<file path="config.mk">
export PLATFORM = sky130hd
export DESIGN_NAME = button_press_classifier_core
export DESIGN_NICKNAME = d
export VERILOG_FILES = /design/src/bpc_pkg.sv /design/src/bpc_button.sv /design/src/button_press_classifier_core.sv
export SDC_FILE = /design/constraint.sdc
export NUM_CORES = 1
export LEC_CHECK = 0
export BUFFER_PORTS_ARGS = -buffer_cell sky130_fd_sc_hd__buf_2
export CAP_MARGIN = 20
export CORE_UTILIZATION = 45
export CTS_BUF_LIST = sky130_fd_sc_hd__clkbuf_16
export CTS_CLUSTER_DIAMETER = 200
export CTS_CLUSTER_SIZE = 10
export DETAILED_ROUTE_END_ITERATION = 6
export GPL_ROUTABILITY_DRIVEN = 0
export PLACE_DENSITY = 0.68
export SLEW_MARGIN = 10
export SYNTH_ARGS = -nofsm -noshare
export SYNTH_HDL_FRONTEND = slang
export SYNTH_SLANG_ARGS = --single-unit
</file>
<file path="constraint.sdc">
create_clock -name clk -period 13.05 [get_ports clk]
set_input_delay 2.61 -clock clk [delete_from_list [all_inputs] [get_ports clk]]
set_output_delay 2.61 -clock clk [all_outputs]
set_load 0.05 [all_outputs]
</file>
<file path="src/bpc_pkg.sv">
// bpc_pkg: shared types, register indexes and reset values of the button press classifier
// no dependencies
`default_nettype none
package bpc_pkg;

	localparam int NUM_BUTTONS_DEF = 4;
	localparam int KEY_REGS        = 4;
	localparam int CNT_W           = 16;
	localparam int CODE_W          = 8;
	localparam int CFG_IDX_W       = 3;
	localparam int EVENT_W         = 4;
	localparam int EV_CALC_W       = 5;

	localparam logic [CNT_W-1:0] CNT_MAX = '1;

	localparam logic [CFG_IDX_W-1:0] REG_SAMPLE_INTERVAL = 3'd0;
	localparam logic [CFG_IDX_W-1:0] REG_LONG_HOLD_LIMIT = 3'd1;
	localparam logic [CFG_IDX_W-1:0] REG_SHORT_MIN_COUNT = 3'd2;
	localparam logic [CFG_IDX_W-1:0] REG_SHORT_MAX_COUNT = 3'd3;
	localparam logic [CFG_IDX_W-1:0] REG_KEY_CODE_FIRST  = 3'd4;
	localparam logic [CFG_IDX_W-1:0] REG_KEY_CODE_SECOND = 3'd5;
	localparam logic [CFG_IDX_W-1:0] REG_KEY_CODE_THIRD  = 3'd6;
	localparam logic [CFG_IDX_W-1:0] REG_KEY_CODE_FOURTH = 3'd7;

	localparam logic [CNT_W-1:0] RST_SAMPLE_INTERVAL = 16'd40;
	localparam logic [CNT_W-1:0] RST_LONG_HOLD_LIMIT = 16'd50;
	localparam logic [CNT_W-1:0] RST_SHORT_MIN_COUNT = 16'd1;
	localparam logic [CNT_W-1:0] RST_SHORT_MAX_COUNT = 16'd25;

	localparam logic REQ_TICK = 1'b0;
	localparam logic REQ_READ = 1'b1;

	typedef enum logic [1:0] {
		MODE_NONE  = 2'd0,
		MODE_SHORT = 2'd1,
		MODE_LONG  = 2'd2
	} mode_t;

	typedef struct packed {
		logic [CNT_W-1:0] long_hold_limit;
		logic [CNT_W-1:0] short_min_count;
		logic [CNT_W-1:0] short_max_count;
	} thr_t;

	function automatic logic [CODE_W-1:0] key_code_reset(input int idx);
		return CODE_W'(idx + 1);
	endfunction

endpackage
`default_nettype wire

</file>
<file path="src/bpc_button.sv">
// bpc_button: pressed flag, hold count and pending mode of one button
// depends on bpc_pkg
`default_nettype none
module bpc_button
	import bpc_pkg::*;
(
	input  wire logic  clk,
	input  wire logic  arst_n,
	input  wire logic  sample,
	input  wire logic  now,
	input  wire logic  take_clr,
	input  wire thr_t  thr,
	output mode_t      mode
);

	logic             pressed_q;
	logic [CNT_W-1:0] hold_q;
	mode_t            mode_q;
	logic [CNT_W-1:0] hold_inc;

	assign hold_inc = (hold_q == CNT_MAX) ? hold_q : hold_q + 1'b1;
	assign mode     = mode_q;

	always_ff @(posedge clk or negedge arst_n) begin
		if (!arst_n) begin
			pressed_q <= 1'b0;
			hold_q    <= '0;
			mode_q    <= MODE_NONE;
		end else if (sample) begin
			if (!pressed_q) begin
				hold_q <= '0;
				if (now)
					pressed_q <= 1'b1;
				else
					mode_q <= MODE_NONE;
			end else if (now) begin
				if (hold_inc > thr.long_hold_limit) begin
					hold_q <= '0;
					mode_q <= MODE_LONG;
				end else begin
					hold_q <= hold_inc;
				end
			end else begin
				pressed_q <= 1'b0;
				if (mode_q != MODE_LONG && thr.short_min_count <= hold_q
						&& hold_q < thr.short_max_count)
					mode_q <= MODE_SHORT;
			end
		end else if (take_clr) begin
			mode_q <= MODE_NONE;
		end
	end

endmodule
`default_nettype wire

</file>
<file path="src/button_press_classifier_core.sv">
// button_press_classifier_core: short and long press classifier for buttons on one touch code
// output: a result is registered in the output register, or in the skid beat when the output is stalled
// throughput: one item per cycle while in_stall is low; output register plus skid beat decouple the two channels
// reset: asynchronous, clears counters, flags, pending modes and loads register defaults
// depends on bpc_pkg and bpc_button
`default_nettype none
module button_press_classifier_core
	import bpc_pkg::*;
#(
	parameter int NUM_BUTTONS = NUM_BUTTONS_DEF
) (
	input  wire logic                 clk,
	input  wire logic                 arst_n,
	input  wire logic                 cfg_we,
	input  wire logic [CFG_IDX_W-1:0] cfg_index,
	input  wire logic [CNT_W-1:0]     cfg_data,
	input  wire logic                 in_valid,
	output logic                      in_stall,
	input  wire logic                 req_type,
	input  wire logic [CODE_W-1:0]    touch_code,
	output logic                      out_valid,
	input  wire logic                 out_stall,
	output logic [EVENT_W-1:0]        key_event
);

	logic [CNT_W-1:0]  sample_interval_q;
	thr_t              thr_q;
	logic [CODE_W-1:0] key_code_q [KEY_REGS];
	logic [CNT_W-1:0]  ticks_q;
	logic [CNT_W-1:0]  ticks_inc;

	logic                   accept;
	logic                   tick;
	logic                   take;
	logic                   sample;
	logic [NUM_BUTTONS-1:0] now;
	logic [NUM_BUTTONS-1:0] clr;
	mode_t                  mode [NUM_BUTTONS];
	logic [EV_CALC_W-1:0]   ev_wide;
	logic [EVENT_W-1:0]     ev;

	logic               skid_valid_q;
	logic [EVENT_W-1:0] skid_event_q;
	logic               out_valid_q;
	logic [EVENT_W-1:0] out_event_q;
	logic               out_take;

	assign in_stall  = skid_valid_q;
	assign accept    = in_valid && !in_stall;
	assign tick      = accept && (req_type == REQ_TICK);
	assign take      = accept && (req_type == REQ_READ);
	assign ticks_inc = (ticks_q == CNT_MAX) ? ticks_q : ticks_q + 1'b1;
	assign sample    = tick && (ticks_inc > sample_interval_q);

	// configuration registers
	always_ff @(posedge clk or negedge arst_n) begin
		if (!arst_n) begin
			sample_interval_q     <= RST_SAMPLE_INTERVAL;
			thr_q.long_hold_limit <= RST_LONG_HOLD_LIMIT;
			thr_q.short_min_count <= RST_SHORT_MIN_COUNT;
			thr_q.short_max_count <= RST_SHORT_MAX_COUNT;
			for (int i = 0; i < KEY_REGS; i++)
				key_code_q[i] <= key_code_reset(i);
		end else if (cfg_we) begin
			case (cfg_index)
				REG_SAMPLE_INTERVAL: sample_interval_q     <= cfg_data;
				REG_LONG_HOLD_LIMIT: thr_q.long_hold_limit <= cfg_data;
				REG_SHORT_MIN_COUNT: thr_q.short_min_count <= cfg_data;
				REG_SHORT_MAX_COUNT: thr_q.short_max_count <= cfg_data;
				REG_KEY_CODE_FIRST:  key_code_q[0]         <= cfg_data[CODE_W-1:0];
				REG_KEY_CODE_SECOND: key_code_q[1]         <= cfg_data[CODE_W-1:0];
				REG_KEY_CODE_THIRD:  key_code_q[2]         <= cfg_data[CODE_W-1:0];
				REG_KEY_CODE_FOURTH: key_code_q[3]         <= cfg_data[CODE_W-1:0];
				default: ;
			endcase
		end
	end

	// shared sample timer
	always_ff @(posedge clk or negedge arst_n) begin
		if (!arst_n)
			ticks_q <= '0;
		else if (tick)
			ticks_q <= sample ? '0 : ticks_inc;
	end

	for (genvar b = 0; b < NUM_BUTTONS; b++) begin : g_btn
		if (b < KEY_REGS) begin : g_key
			assign now[b] = (touch_code == key_code_q[b]);
		end else begin : g_nokey
			assign now[b] = 1'b0;
		end

		bpc_button u_button (
			.clk      (clk),
			.arst_n   (arst_n),
			.sample   (sample),
			.now      (now[b]),
			.take_clr (clr[b]),
			.thr      (thr_q),
			.mode     (mode[b])
		);
	end

	// first pending event: shorts in button order, then longs
	always_comb begin
		logic found;
		found   = 1'b0;
		ev_wide = '0;
		clr     = '0;
		for (int b = 0; b < NUM_BUTTONS; b++) begin
			if (!found && mode[b] == MODE_SHORT) begin
				found   = 1'b1;
				ev_wide = EV_CALC_W'(b + 1);
				clr[b]  = take;
			end
		end
		for (int b = 0; b < NUM_BUTTONS; b++) begin
			if (!found && mode[b] == MODE_LONG) begin
				found   = 1'b1;
				ev_wide = EV_CALC_W'(NUM_BUTTONS + b + 1);
				clr[b]  = take;
			end
		end
	end

	assign ev = take ? ev_wide[EVENT_W-1:0] : '0;

	// output register and skid beat
	assign out_take = out_valid_q && !out_stall;

	always_ff @(posedge clk or negedge arst_n) begin
		if (!arst_n) begin
			out_valid_q  <= 1'b0;
			skid_valid_q <= 1'b0;
		end else begin
			if (accept) begin
				if (!out_valid_q || out_take)
					out_valid_q <= 1'b1;
				else
					skid_valid_q <= 1'b1;
			end else if (skid_valid_q && out_take) begin
				skid_valid_q <= 1'b0;
			end else if (out_take) begin
				out_valid_q <= 1'b0;
			end
		end
	end

	always_ff @(posedge clk) begin
		if (accept) begin
			if (!out_valid_q || out_take)
				out_event_q <= ev;
			else
				skid_event_q <= ev;
		end else if (skid_valid_q && out_take) begin
			out_event_q <= skid_event_q;
		end
	end

	assign out_valid = out_valid_q;
	assign key_event = out_event_q;

	a_skid_behind_out: assert property (@(posedge clk) disable iff (!arst_n)
		skid_valid_q |-> out_valid_q)
		else $error("skid beat held without an output beat");

	a_one_clear: assert property (@(posedge clk) disable iff (!arst_n)
		$onehot0(clr))
		else $error("more than one pending event cleared");

	a_clear_only_on_read: assert property (@(posedge clk) disable iff (!arst_n)
		(clr != '0) |-> (take && !sample))
		else $error("pending event cleared outside a read beat");

	a_tick_no_event: assert property (@(posedge clk) disable iff (!arst_n)
		(tick && (!out_valid_q || out_take)) |=> (out_valid_q && out_event_q == '0))
		else $error("tick beat produced a nonzero event");

endmodule
`default_nettype wire

</file>
==> impl_results.md, run 1 <==
* # DRC at 0
* Hold Crit Class: flop to flop
* Resized Gates After CTS at 0
* Grt ovf at 0
* Initial antenna violation count at 0
* Type of origin of the critical path: flop
* Die area at 33300 sq um
* Clock latency at the later pin of the worst-skew pair at 0.46 ns
* Fin. Hold Viols at 0
* Area grow syn2layout at 9.00%
* Via count at 12300
* Synth Area per Inst at 9.21 sq um
* Post-route ant nets at 0
* Endpoints failing setup at 0
* Port Buffers at 38
* Fill cells at 2909
* Buffer depth of the longest clock path at 2
* Area of the mapped netlist at 14700 sq um
* Clock transition at path regs at 0.09 ns
* Min Tclk post-route at 5.54 ns
* Fin area at 16000 sq um
* Synth Register Bits at 198
* Mapped Cells at 1594
* Site Rows at 65
* Vias in the first global route at 11900
* Initial DRC Count at 1184
* Synth area leaders: dfrtp_1 30%, ha_1 18%, mux2_2 5.1%
* Cells after DPL at 2037
* Number of H-tree levels at 4
* Core area at 31800 sq um
* Sequential share of the synthesized area at 34.2%
* Largest net degree at the start of global routing at 81
* DIE WIDTH at 183 microns
* Share of layout cells above drive strength 1 at 11.0%
* Worst hold slack at 0.513 ns
* Share of the synthesized area in the top cell type at 30.0%
* Pleak at 7.35 nW
* Register area at 5010 sq um
* Die H at 183 microns
* CTS tree: yes
* Status: completed
* Final wirelength at 42300 microns
* Ys Warns at 0
* Starting Density at 46.1%
* Final Skew at 0.0122 ns
* Pre-antenna DRT Iters at 5
* Area leader, netlist: dfrtp_1
* Final cell count without fillers at 2072
* Yosys cell types at 68
* Syn Nets at 1836
* Dpl hpwl at 31600 microns
* Setup TNS at 0 ns
* Max Slew Vio Count at 0
* Worst VDD drop at 0.0971 mV
* IO Pins at 39
* Cell Pwr Density at 124 nW/um^2
* First-pass GRT wire length at 66500 microns
* Max Cap Viol at 0
* TritonCTS Buffers at 17
* Final worst path period share at 42.5%
* CP Data Arrival Time at 5.92 ns
* Dominant register cell in the synthesized netlist: dfrtp_1
* Crit. End Element: flop
* Root Buffer: clkbuf_16
* Wire length per cell at 20.4 microns
* Unrepaired setup endpoints after global routing: false
* FMAX at 180 MHz
* Post-synth EDFFs at 8
* Multi-input gate area at 9040 sq um
* GRT Util Overall at 26.2%
* Rel. slew slack at 28.8%
* CTS Hold Bufs at 0
* Worst setup path class: flop to flop
* Nets at 1866
* Fraction of registers with async set/reset at 96.0%
* Clock Sinks at 198
* Maximum net fanout on the critical path at 27
* Worst Path Required at 13.43 ns
* DR vias/cell at 5.95
* Slew @ Worst Pin at 1.06 ns
* Post-CTS Setup Inserts at 0
* Placed Area at 15300 sq um
* Diode count at 0
-- cell usage after synthesis (3+ instances only) --
cell type	count
o21a_1	8
xor2_1	20
a21o_1	54
o21ai_1	21
a21oi_1	105
mux2i_1	5
nand3_1	52
o21ai_0	105
and2_1	12
nor3b_1	7
inv_1	124
nor2b_1	27
nor3_1	22
dfrtp_1	176
clkbuf_1	27
a2111o_1	3
a22o_1	20
o211ai_1	9
a211oi_1	9
or4_1	3
o31ai_1	11
nand4_1	63
nor2_1	71
nand4b_1	3
mux2_2	67
dfstp_2	14
nand2b_1	26
a31oi_1	15
nand2_1	144
nor4_1	15
edfxtp_1	8
o2111ai_1	4
ha_1	209
and3_1	9
xnor2_1	65
a211o_1	4
buf_2	12
nand3b_1	3
or3_1	4
-- layout make-up --
class                           instances  area share (%)
Multi-Input combinational cell       1231            56.5
Clock buffer                           17            2.66
Tap cell                              435            3.40
Clock inverter                         15            1.20
Timing Repair Buffer                   51            1.96
Inverter                              125            2.93
Sequential cell                       198            31.3
-- worst paths after layout --
check / start / end / slack [ns] / cells past startpoint
min reg2reg: thr_q[11] / thr_q[11] / 0.51 / 1
max reg2reg: ticks_q[0] / g_btn[0].u_button.hold_q[5] / 7.51 / 17
max in group asynchronous: arst_n / thr_q[20] / 9.36 / 3
max: ticks_q[0] / g_btn[0].u_button.hold_q[5] / 7.51 / 17
min in group asynchronous: arst_n / g_btn[0].u_button.hold_q[11] / 2.15 / 1
min: thr_q[11] / thr_q[11] / 0.51 / 1
-- metrics by stage --
step / setup WS, ns / util, % / total power [mW]
3_5_place_dp: 7.48 / 48.2 / 1.42
5_1_grt: 7.16 / 50.3 / 2.09
2_1_floorplan: 8.61 / - / 1.20
4_1_cts: 7.58 / 50.2 / 1.99
3_3_place_gp: 7.60 / 48.2 / 1.40
6_report: 7.51 / 50.3 / 1.99
-- critical path, cell delays in order, from the launching register on --
cell	delay, ns
dfrtp_1	0.44
ha_1	0.19
nand3_1	0.17
or3_1	0.39
or4_1	0.73
nand2b_1	0.20
nor2_1	0.10
xor2_1	0.15
ha_1	0.32
nand4_1	0.16
nor4_1	0.43
a21bo_2	0.30
a31oi_4	0.14
buf_4	0.33
nand3_2	0.18
nor3b_4	0.83
a41oi_1	0.20
a31oi_1	0.17
-- placed cells by master (no fill, tap or decap), types with 15 or more instances in the layout --
cell,netlist,routed
nand2_1,144,144
nor2_1,71,71
buf_2,12,37
a22o_1,20,20
a31oi_1,15,15
clkbuf_16,0,17
a21o_1,54,54
nand4_1,63,63
nand3_1,52,52
nor2b_1,27,27
nor4_1,15,15
o21ai_0,105,105
inv_1,124,124
ha_1,209,209
xnor2_1,65,65
nor3_1,22,21
a21oi_1,105,105
o21ai_1,21,21
dfrtp_1,176,176
mux2_2,67,67
xor2_1,20,20
nand2b_1,26,26
-- power by group --
group / switching [mW] / internal [mW]
sequential: 0.103 / 0.716
combinational: 0.367 / 0.241
clock: 0.295 / 0.265
total: 0.765 / 1.22
-- metal layers --
layer  share of wire, %  GRT usage, %  up-vias
li1                   -             -     5842
met1                 45          35.5     5975
met2                 45          40.8      410
met3                5.9          3.99      101
met4                4.6          13.1        0
met5                  0             0        -
-- state kept, by name (all words and copies together) (netlist names) --
register                  count
g_btn.u_button.hold_q        64
thr_q                        48
key_code_q                   32
sample_interval_q            16
ticks_q                      16
g_btn.u_button.mode           8
g_btn.u_button.pressed_q      4
key_event                     4
skid_event_q                  4
in_stall                      1
out_valid                     1
-- kinds of logic (layout without fill, tap and decap cells) --
kind of cell	after synthesis	after routing	share of synthesized area [%]
buffers and inverters	165	208	4.35
AO/OA/AOI/OAI	392	392	16.6
flip-flops	198	198	34.2
multiplexers	72	72	5.48
XOR/XNOR	85	85	5.07
AND/OR/NAND/NOR	473	473	16.5
adder cells (fa/ha/maj)	209	209	17.8
Note: power is estimated with default switching activity, not from simulation.
==> run 2: changes to the inputs <==
clock period = 5.55 ns   (was 13.05 ns; I/O delays follow)
==> run 2 against run 1 <==
Maximum frequency is 10% higher; clock power rose by 130%; non-clock buffer count rose by 3; critical path depth is 1 lower; final cell count up 0.14%; power increased by 130%; global-route usage down 0.27 points; critical endpoint is now g_btn[1].u_button.hold_q[4].
==> impl_results.md, run 2 (synthesized netlist as in run 1, its figures left out) <==
* Unrepaired setup endpoints after global routing: false
* Met1 Usage GRT at 34.8%
* GRT Util Overall at 26.0%
* Diode count at 0
* DR vias/cell at 5.93
* Final Skew at 0.0163 ns
* CP Data Arrival Time at 5.42 ns
* Pre-antenna DRT Iters at 5
* Crit path cell chain: ha_1, nand3_1, or3_1, or4_1, nand2b_1, nor2_1, xor2_1, ha_1, nand4_1, nor4_1, a21bo_2, a31oi_4, buf_4, o2111ai_1, or3_1, o21ai_1
* Post-layout util at 50.3%
* Fill cells at 2910
* Status: completed
* CTS Hold Bufs at 0
* Rel. slew slack at 23.1%
* Fin. Hold Viols at 0
* Type of origin of the critical path: flop
* # DRC at 0
* Number of H-tree levels at 4
* Setup TNS at 0 ns
* Hold Crit Class: flop to flop
* Final wirelength at 42200 microns
* Starting Density at 46.1%
* Post-CTS Setup Inserts at 0
* Max incr delay on CP at 0.72 ns
* Clock latency at the later pin of the worst-skew pair at 0.46 ns
* Worst setup path class: flop to flop
* Final worst path period share at 90.8%
* Initial antenna violation count at 0
* First-pass GRT wire length at 65900 microns
* Final worst slack at 0.512 ns
* TritonCTS Buffers at 17
* Most common cell after layout, fill and taps aside: ha_1
* Vias in the first global route at 11700
* Min Tclk post-route at 5.04 ns
* Max Cap Viol at 0
* Crit. End Element: flop
* Buf/Inv on CP at 1
* Post-route ant nets at 0
* Largest net degree at the start of global routing at 106
* Clock transition at path regs at 0.08 ns
* Initial DRC Count at 1196
* Wire length per cell at 20.3 microns
* Worst VDD drop at 0.225 mV
* Worst Path Required at 5.93 ns
* Slowest library cell on the worst path: or4_1
* GRT met3 Usage at 4.01%
* Cell Pwr Density at 290 nW/um^2
* Buffer depth of the longest clock path at 2
* Area grow syn2layout at 8.93%
* Maximum net fanout on the critical path at 15
* Dpl hpwl at 31200 microns
* Top Usage Layer GRT: met2
* Port Buffers at 38
* Reg with most FFs: g_btn.u_button.hold_q
* Die H at 183 microns
* IO Pins at 39
* Met2 GRT Util at 42.0%
* Top Family by Delay on Critical Path: simple AND/OR/NAND/NOR gates
* Pleak at 7.36 nW
* Slew @ Worst Pin at 1.15 ns
* Share of layout cells above drive strength 1 at 11.0%
* Register area at 5010 sq um
* Multi-input gate area at 9040 sq um
* Root Buffer: clkbuf_16
* Max FFs per register at 64
* Core area at 31800 sq um
* Max Slew Vio Count at 0
* Commonest non-fill, non-tap cells in the layout: 209 x ha_1, 176 x dfrtp_1, 144 x nand2_1, 126 x inv_1
* Nets at 1869
* Grt ovf at 0
* Top flop regs: g_btn.u_button.hold_q: 64 flops, thr_q: 48 flops, key_code_q: 32 flops
* Die area at 33300 sq um
* CTS tree: yes
* Clock Sinks at 198
* Site Rows at 65
* Endpoints failing setup at 0
* DIE WIDTH at 183 microns
* Via count at 12300
* DP Worst Slack at 0.576 ns
* Resized Gates After CTS at 0
* FMAX at 198 MHz
[run 2: area by class of cell]
| type | count | area share, % |
|---|---|---|
| clock buffers | 17 | 2.66 |
| clock inverters | 15 | 1.03 |
| inverters | 125 | 2.94 |
| multi-input cells | 1231 | 56.6 |
| flip-flops and latches | 198 | 31.4 |
| well taps | 435 | 3.40 |
| repair buffers | 54 | 2.06 |
[run 2: report_power, final]
part | switching, mW | internal [mW] | total, mW
Clock | 0.635 | 0.641 | 1.28
Combinational | 0.879 | 0.569 | 1.45
Sequential | 0.223 | 1.68 | 1.91
Total | 1.74 | 2.89 | 4.63
[run 2: metal layers]
layer | part of all wire [%] | routed length, microns
met2 | 46 | 19500
met3 | 5.6 | 2370
met4 | 3.5 | 1500
met1 | 45 | 18800
met5 | 0 | 0
[run 2: worst paths after layout]
path	start	to	slack, ns	cells past startpoint
setup / recovery	ticks_q[0]	g_btn[1].u_button.hold_q[4]	0.51	16
hold / removal	thr_q[2]	thr_q[2]	0.51	1
setup reg to reg	ticks_q[0]	g_btn[1].u_button.hold_q[4]	0.51	16
hold reg to reg	thr_q[2]	thr_q[2]	0.51	1
max in group asynchronous	arst_n	key_code_q[12]	3.83	2
min in group asynchronous	arst_n	g_btn[1].u_button.hold_q[15]	0.72	1
[run 2: per-stage QoR]
| stage | cell area (sq um) | hold slack, ns | std cells | power (mW) |
|---|---|---|---|---|
| floorplan | 14700 | 0.475 | 1594 | 2.82 |
| global placement | 15400 | 0.487 | 2042 | 3.29 |
| detailed placement | 15400 | 0.493 | 2042 | 3.35 |
| CTS | 16000 | 0.511 | 2074 | 4.63 |
| global route | 16000 | 0.529 | 2075 | 4.88 |
| finish | 16000 | 0.512 | 2075 | 4.63 |
==> run 3: changes to the inputs <==
CTS_BUF_LIST = sky130_fd_sc_hd__clkbuf_8   (was sky130_fd_sc_hd__clkbuf_16)
PLACE_DENSITY = default   (was 0.68)
PLACE_DENSITY_LB_ADDON = 0.25   (was default)
==> run 3 against run 2 <==
Clock power is 20% lower; largest power group unchanged; register-to-register slack worse by 0.09 ns; final cell count is 0.14% higher; critical path type unchanged; maximum frequency is 1.7% lower; non-clock buffer count is 3 higher.
==> impl_results.md, run 3 (synthesized netlist as in run 1, its figures left out) <==
* Status: completed
* Type of origin of the critical path: flop
* Fill cells at 2995
* Unrepaired setup endpoints after global routing: false
* Die area at 33300 sq um
* Wire length per cell at 20.1 microns
* Grt ovf at 0
* Critical R2R Launch: ticks_q[0]
* Diode count at 0
* Post-layout util at 49.8%
* Min Tclk post-route at 5.13 ns
* Crit. End Element: flop
* Vias in the first global route at 11800
* Starting Density at 46.1%
* Post-CTS Setup Inserts at 0
* Worst Path Required at 5.96 ns
* Via count at 12200
* Initial antenna violation count at 2
* CTS tree: yes
* Final worst path period share at 92.4%
* Reg2reg end: g_btn[0].u_button.hold_q[5]
* Endpoint with the worst hold slack: thr_q[15]
* CP Data Arrival Time at 5.54 ns
* Clock latency at the later pin of the worst-skew pair at 0.51 ns
* Top flop regs: g_btn.u_button.hold_q: 64 flops, thr_q: 48 flops, key_code_q: 32 flops
* Max Cap Viol at 0
* TritonCTS Buffers at 17
* Pleak at 7.29 nW
* Worst setup path class: flop to flop
* FMAX at 195 MHz
* Worst r2r path cells at 17
* Cells after DPL at 2046
* Commonest non-fill, non-tap cells in the layout: 209 x ha_1, 176 x dfrtp_1, 144 x nand2_1, 124 x inv_1
* Pre-antenna DRT Iters at 7
* Max Slew Vio Count at 0
* Area grow syn2layout at 8.01%
* Fin. Hold Viols at 0
* Rel. slew slack at 26.2%
* Nets at 1872
* Dpl hpwl at 31600 microns
* First-pass GRT wire length at 66100 microns
* Fin area at 15900 sq um
* Root Buffer: clkbuf_8
* Final Skew at 0.0271 ns
* DIE WIDTH at 183 microns
* Clock Sinks at 198
* Endpoints failing setup at 0
* IO Pins at 39
* Die H at 183 microns
* Final cell count without fillers at 2078
* Core area at 31800 sq um
* Worst Hold Launch: thr_q[15]
* Maximum net fanout on the critical path at 24
* Site Rows at 65
* Port Buffers at 38
* Setup TNS at 0 ns
* Buffer depth of the longest clock path at 2
* Flop2flop setup slack at 0.42 ns
* Max FFs per register at 64
* Cell Pwr Density at 276 nW/um^2
* Placed Area at 15400 sq um
* Worst VDD drop at 0.185 mV
* Initial DRC Count at 1153
* Hold Crit Class: flop to flop
* Slew @ Worst Pin at 1.10 ns
* GRT Util Overall at 26.0%
* Share of layout cells above drive strength 1 at 11.3%
* Resized Gates After CTS at 0
* WHS Path Cells at 1
* Number of H-tree levels at 4
* CTS Hold Bufs at 0
* Final wirelength at 41800 microns
* Largest net degree at the start of global routing at 99
* DR vias/cell at 5.88
* Clock transition at path regs at 0.11 ns
* # DRC at 0
* Reg with most FFs: g_btn.u_button.hold_q
* Post-route ant nets at 0
* Most common cell after layout, fill and taps aside: ha_1
-- run 3: critical path, cell delays in order, from the launching register on --
cell and delay (ns):
dfrtp_1 0.45, ha_1 0.19, nand3_1 0.15, or3_1 0.38, or4_1 0.72, nand2b_1 0.21, nor2_1 0.09, xor2_1 0.14
ha_1 0.32, nand4_1 0.13, nor4_1 0.35, a21bo_2 0.30, a31oi_4 0.55, nand3_2 0.22, nor3b_4 0.21, buf_4 0.29
a41oi_1 0.14, a31oi_1 0.17
-- run 3: area by class of cell --
class | count | area [sq um] | share of cell area [%]
well taps | 435 | 544 | 3.43
multi-input cells | 1231 | 9040 | 57.0
inverters | 125 | 469 | 2.96
flip-flops and latches | 198 | 5010 | 31.6
clock buffers | 17 | 234 | 1.48
repair buffers | 57 | 352 | 2.22
clock inverters | 15 | 200 | 1.26
-- run 3: power by group --
group	switching, mW	internal (mW)
sequential	0.223	1.68
clock	0.633	0.393
combinational	0.874	0.573
total	1.73	2.65
-- run 3: how the worst max path moves through the flow --
stage | start | endpoint | slack [ns] | depth (start not counted)
CTS | ticks_q[0] | g_btn[0].u_button.hold_q[5] | 0.45 | 17
floorplan | ticks_q[0] | g_btn[1].u_button.hold_q[14] | 1.43 | 18
global route | ticks_q[0] | g_btn[0].u_button.hold_q[5] | 0.04 | 17
detailed placement | ticks_q[0] | g_btn[0].u_button.hold_q[5] | 0.49 | 17
finish | ticks_q[0] | g_btn[0].u_button.hold_q[5] | 0.42 | 17
global placement | ticks_q[0] | g_btn[0].u_button.hold_q[5] | 0.68 | 17
-- run 3: stage by stage --
stage / hold WS, ns / total power, mW / worst slack [ns]
floorplan: 0.475 / 2.82 / 1.43
global placement: 0.487 / 3.31 / 0.676
detailed placement: 0.494 / 3.36 / 0.488
CTS: 0.520 / 4.38 / 0.450
global route: 0.538 / 4.63 / 0.0381
finish: 0.518 / 4.38 / 0.423
-- run 3: layer usage --
metal / global-route usage, % / share of wire, %
met5: 0 / 0.065
met4: 9.61 / 3.5
met3: 4.85 / 5.8
met2: 41.1 / 45
met1: 35.4 / 46
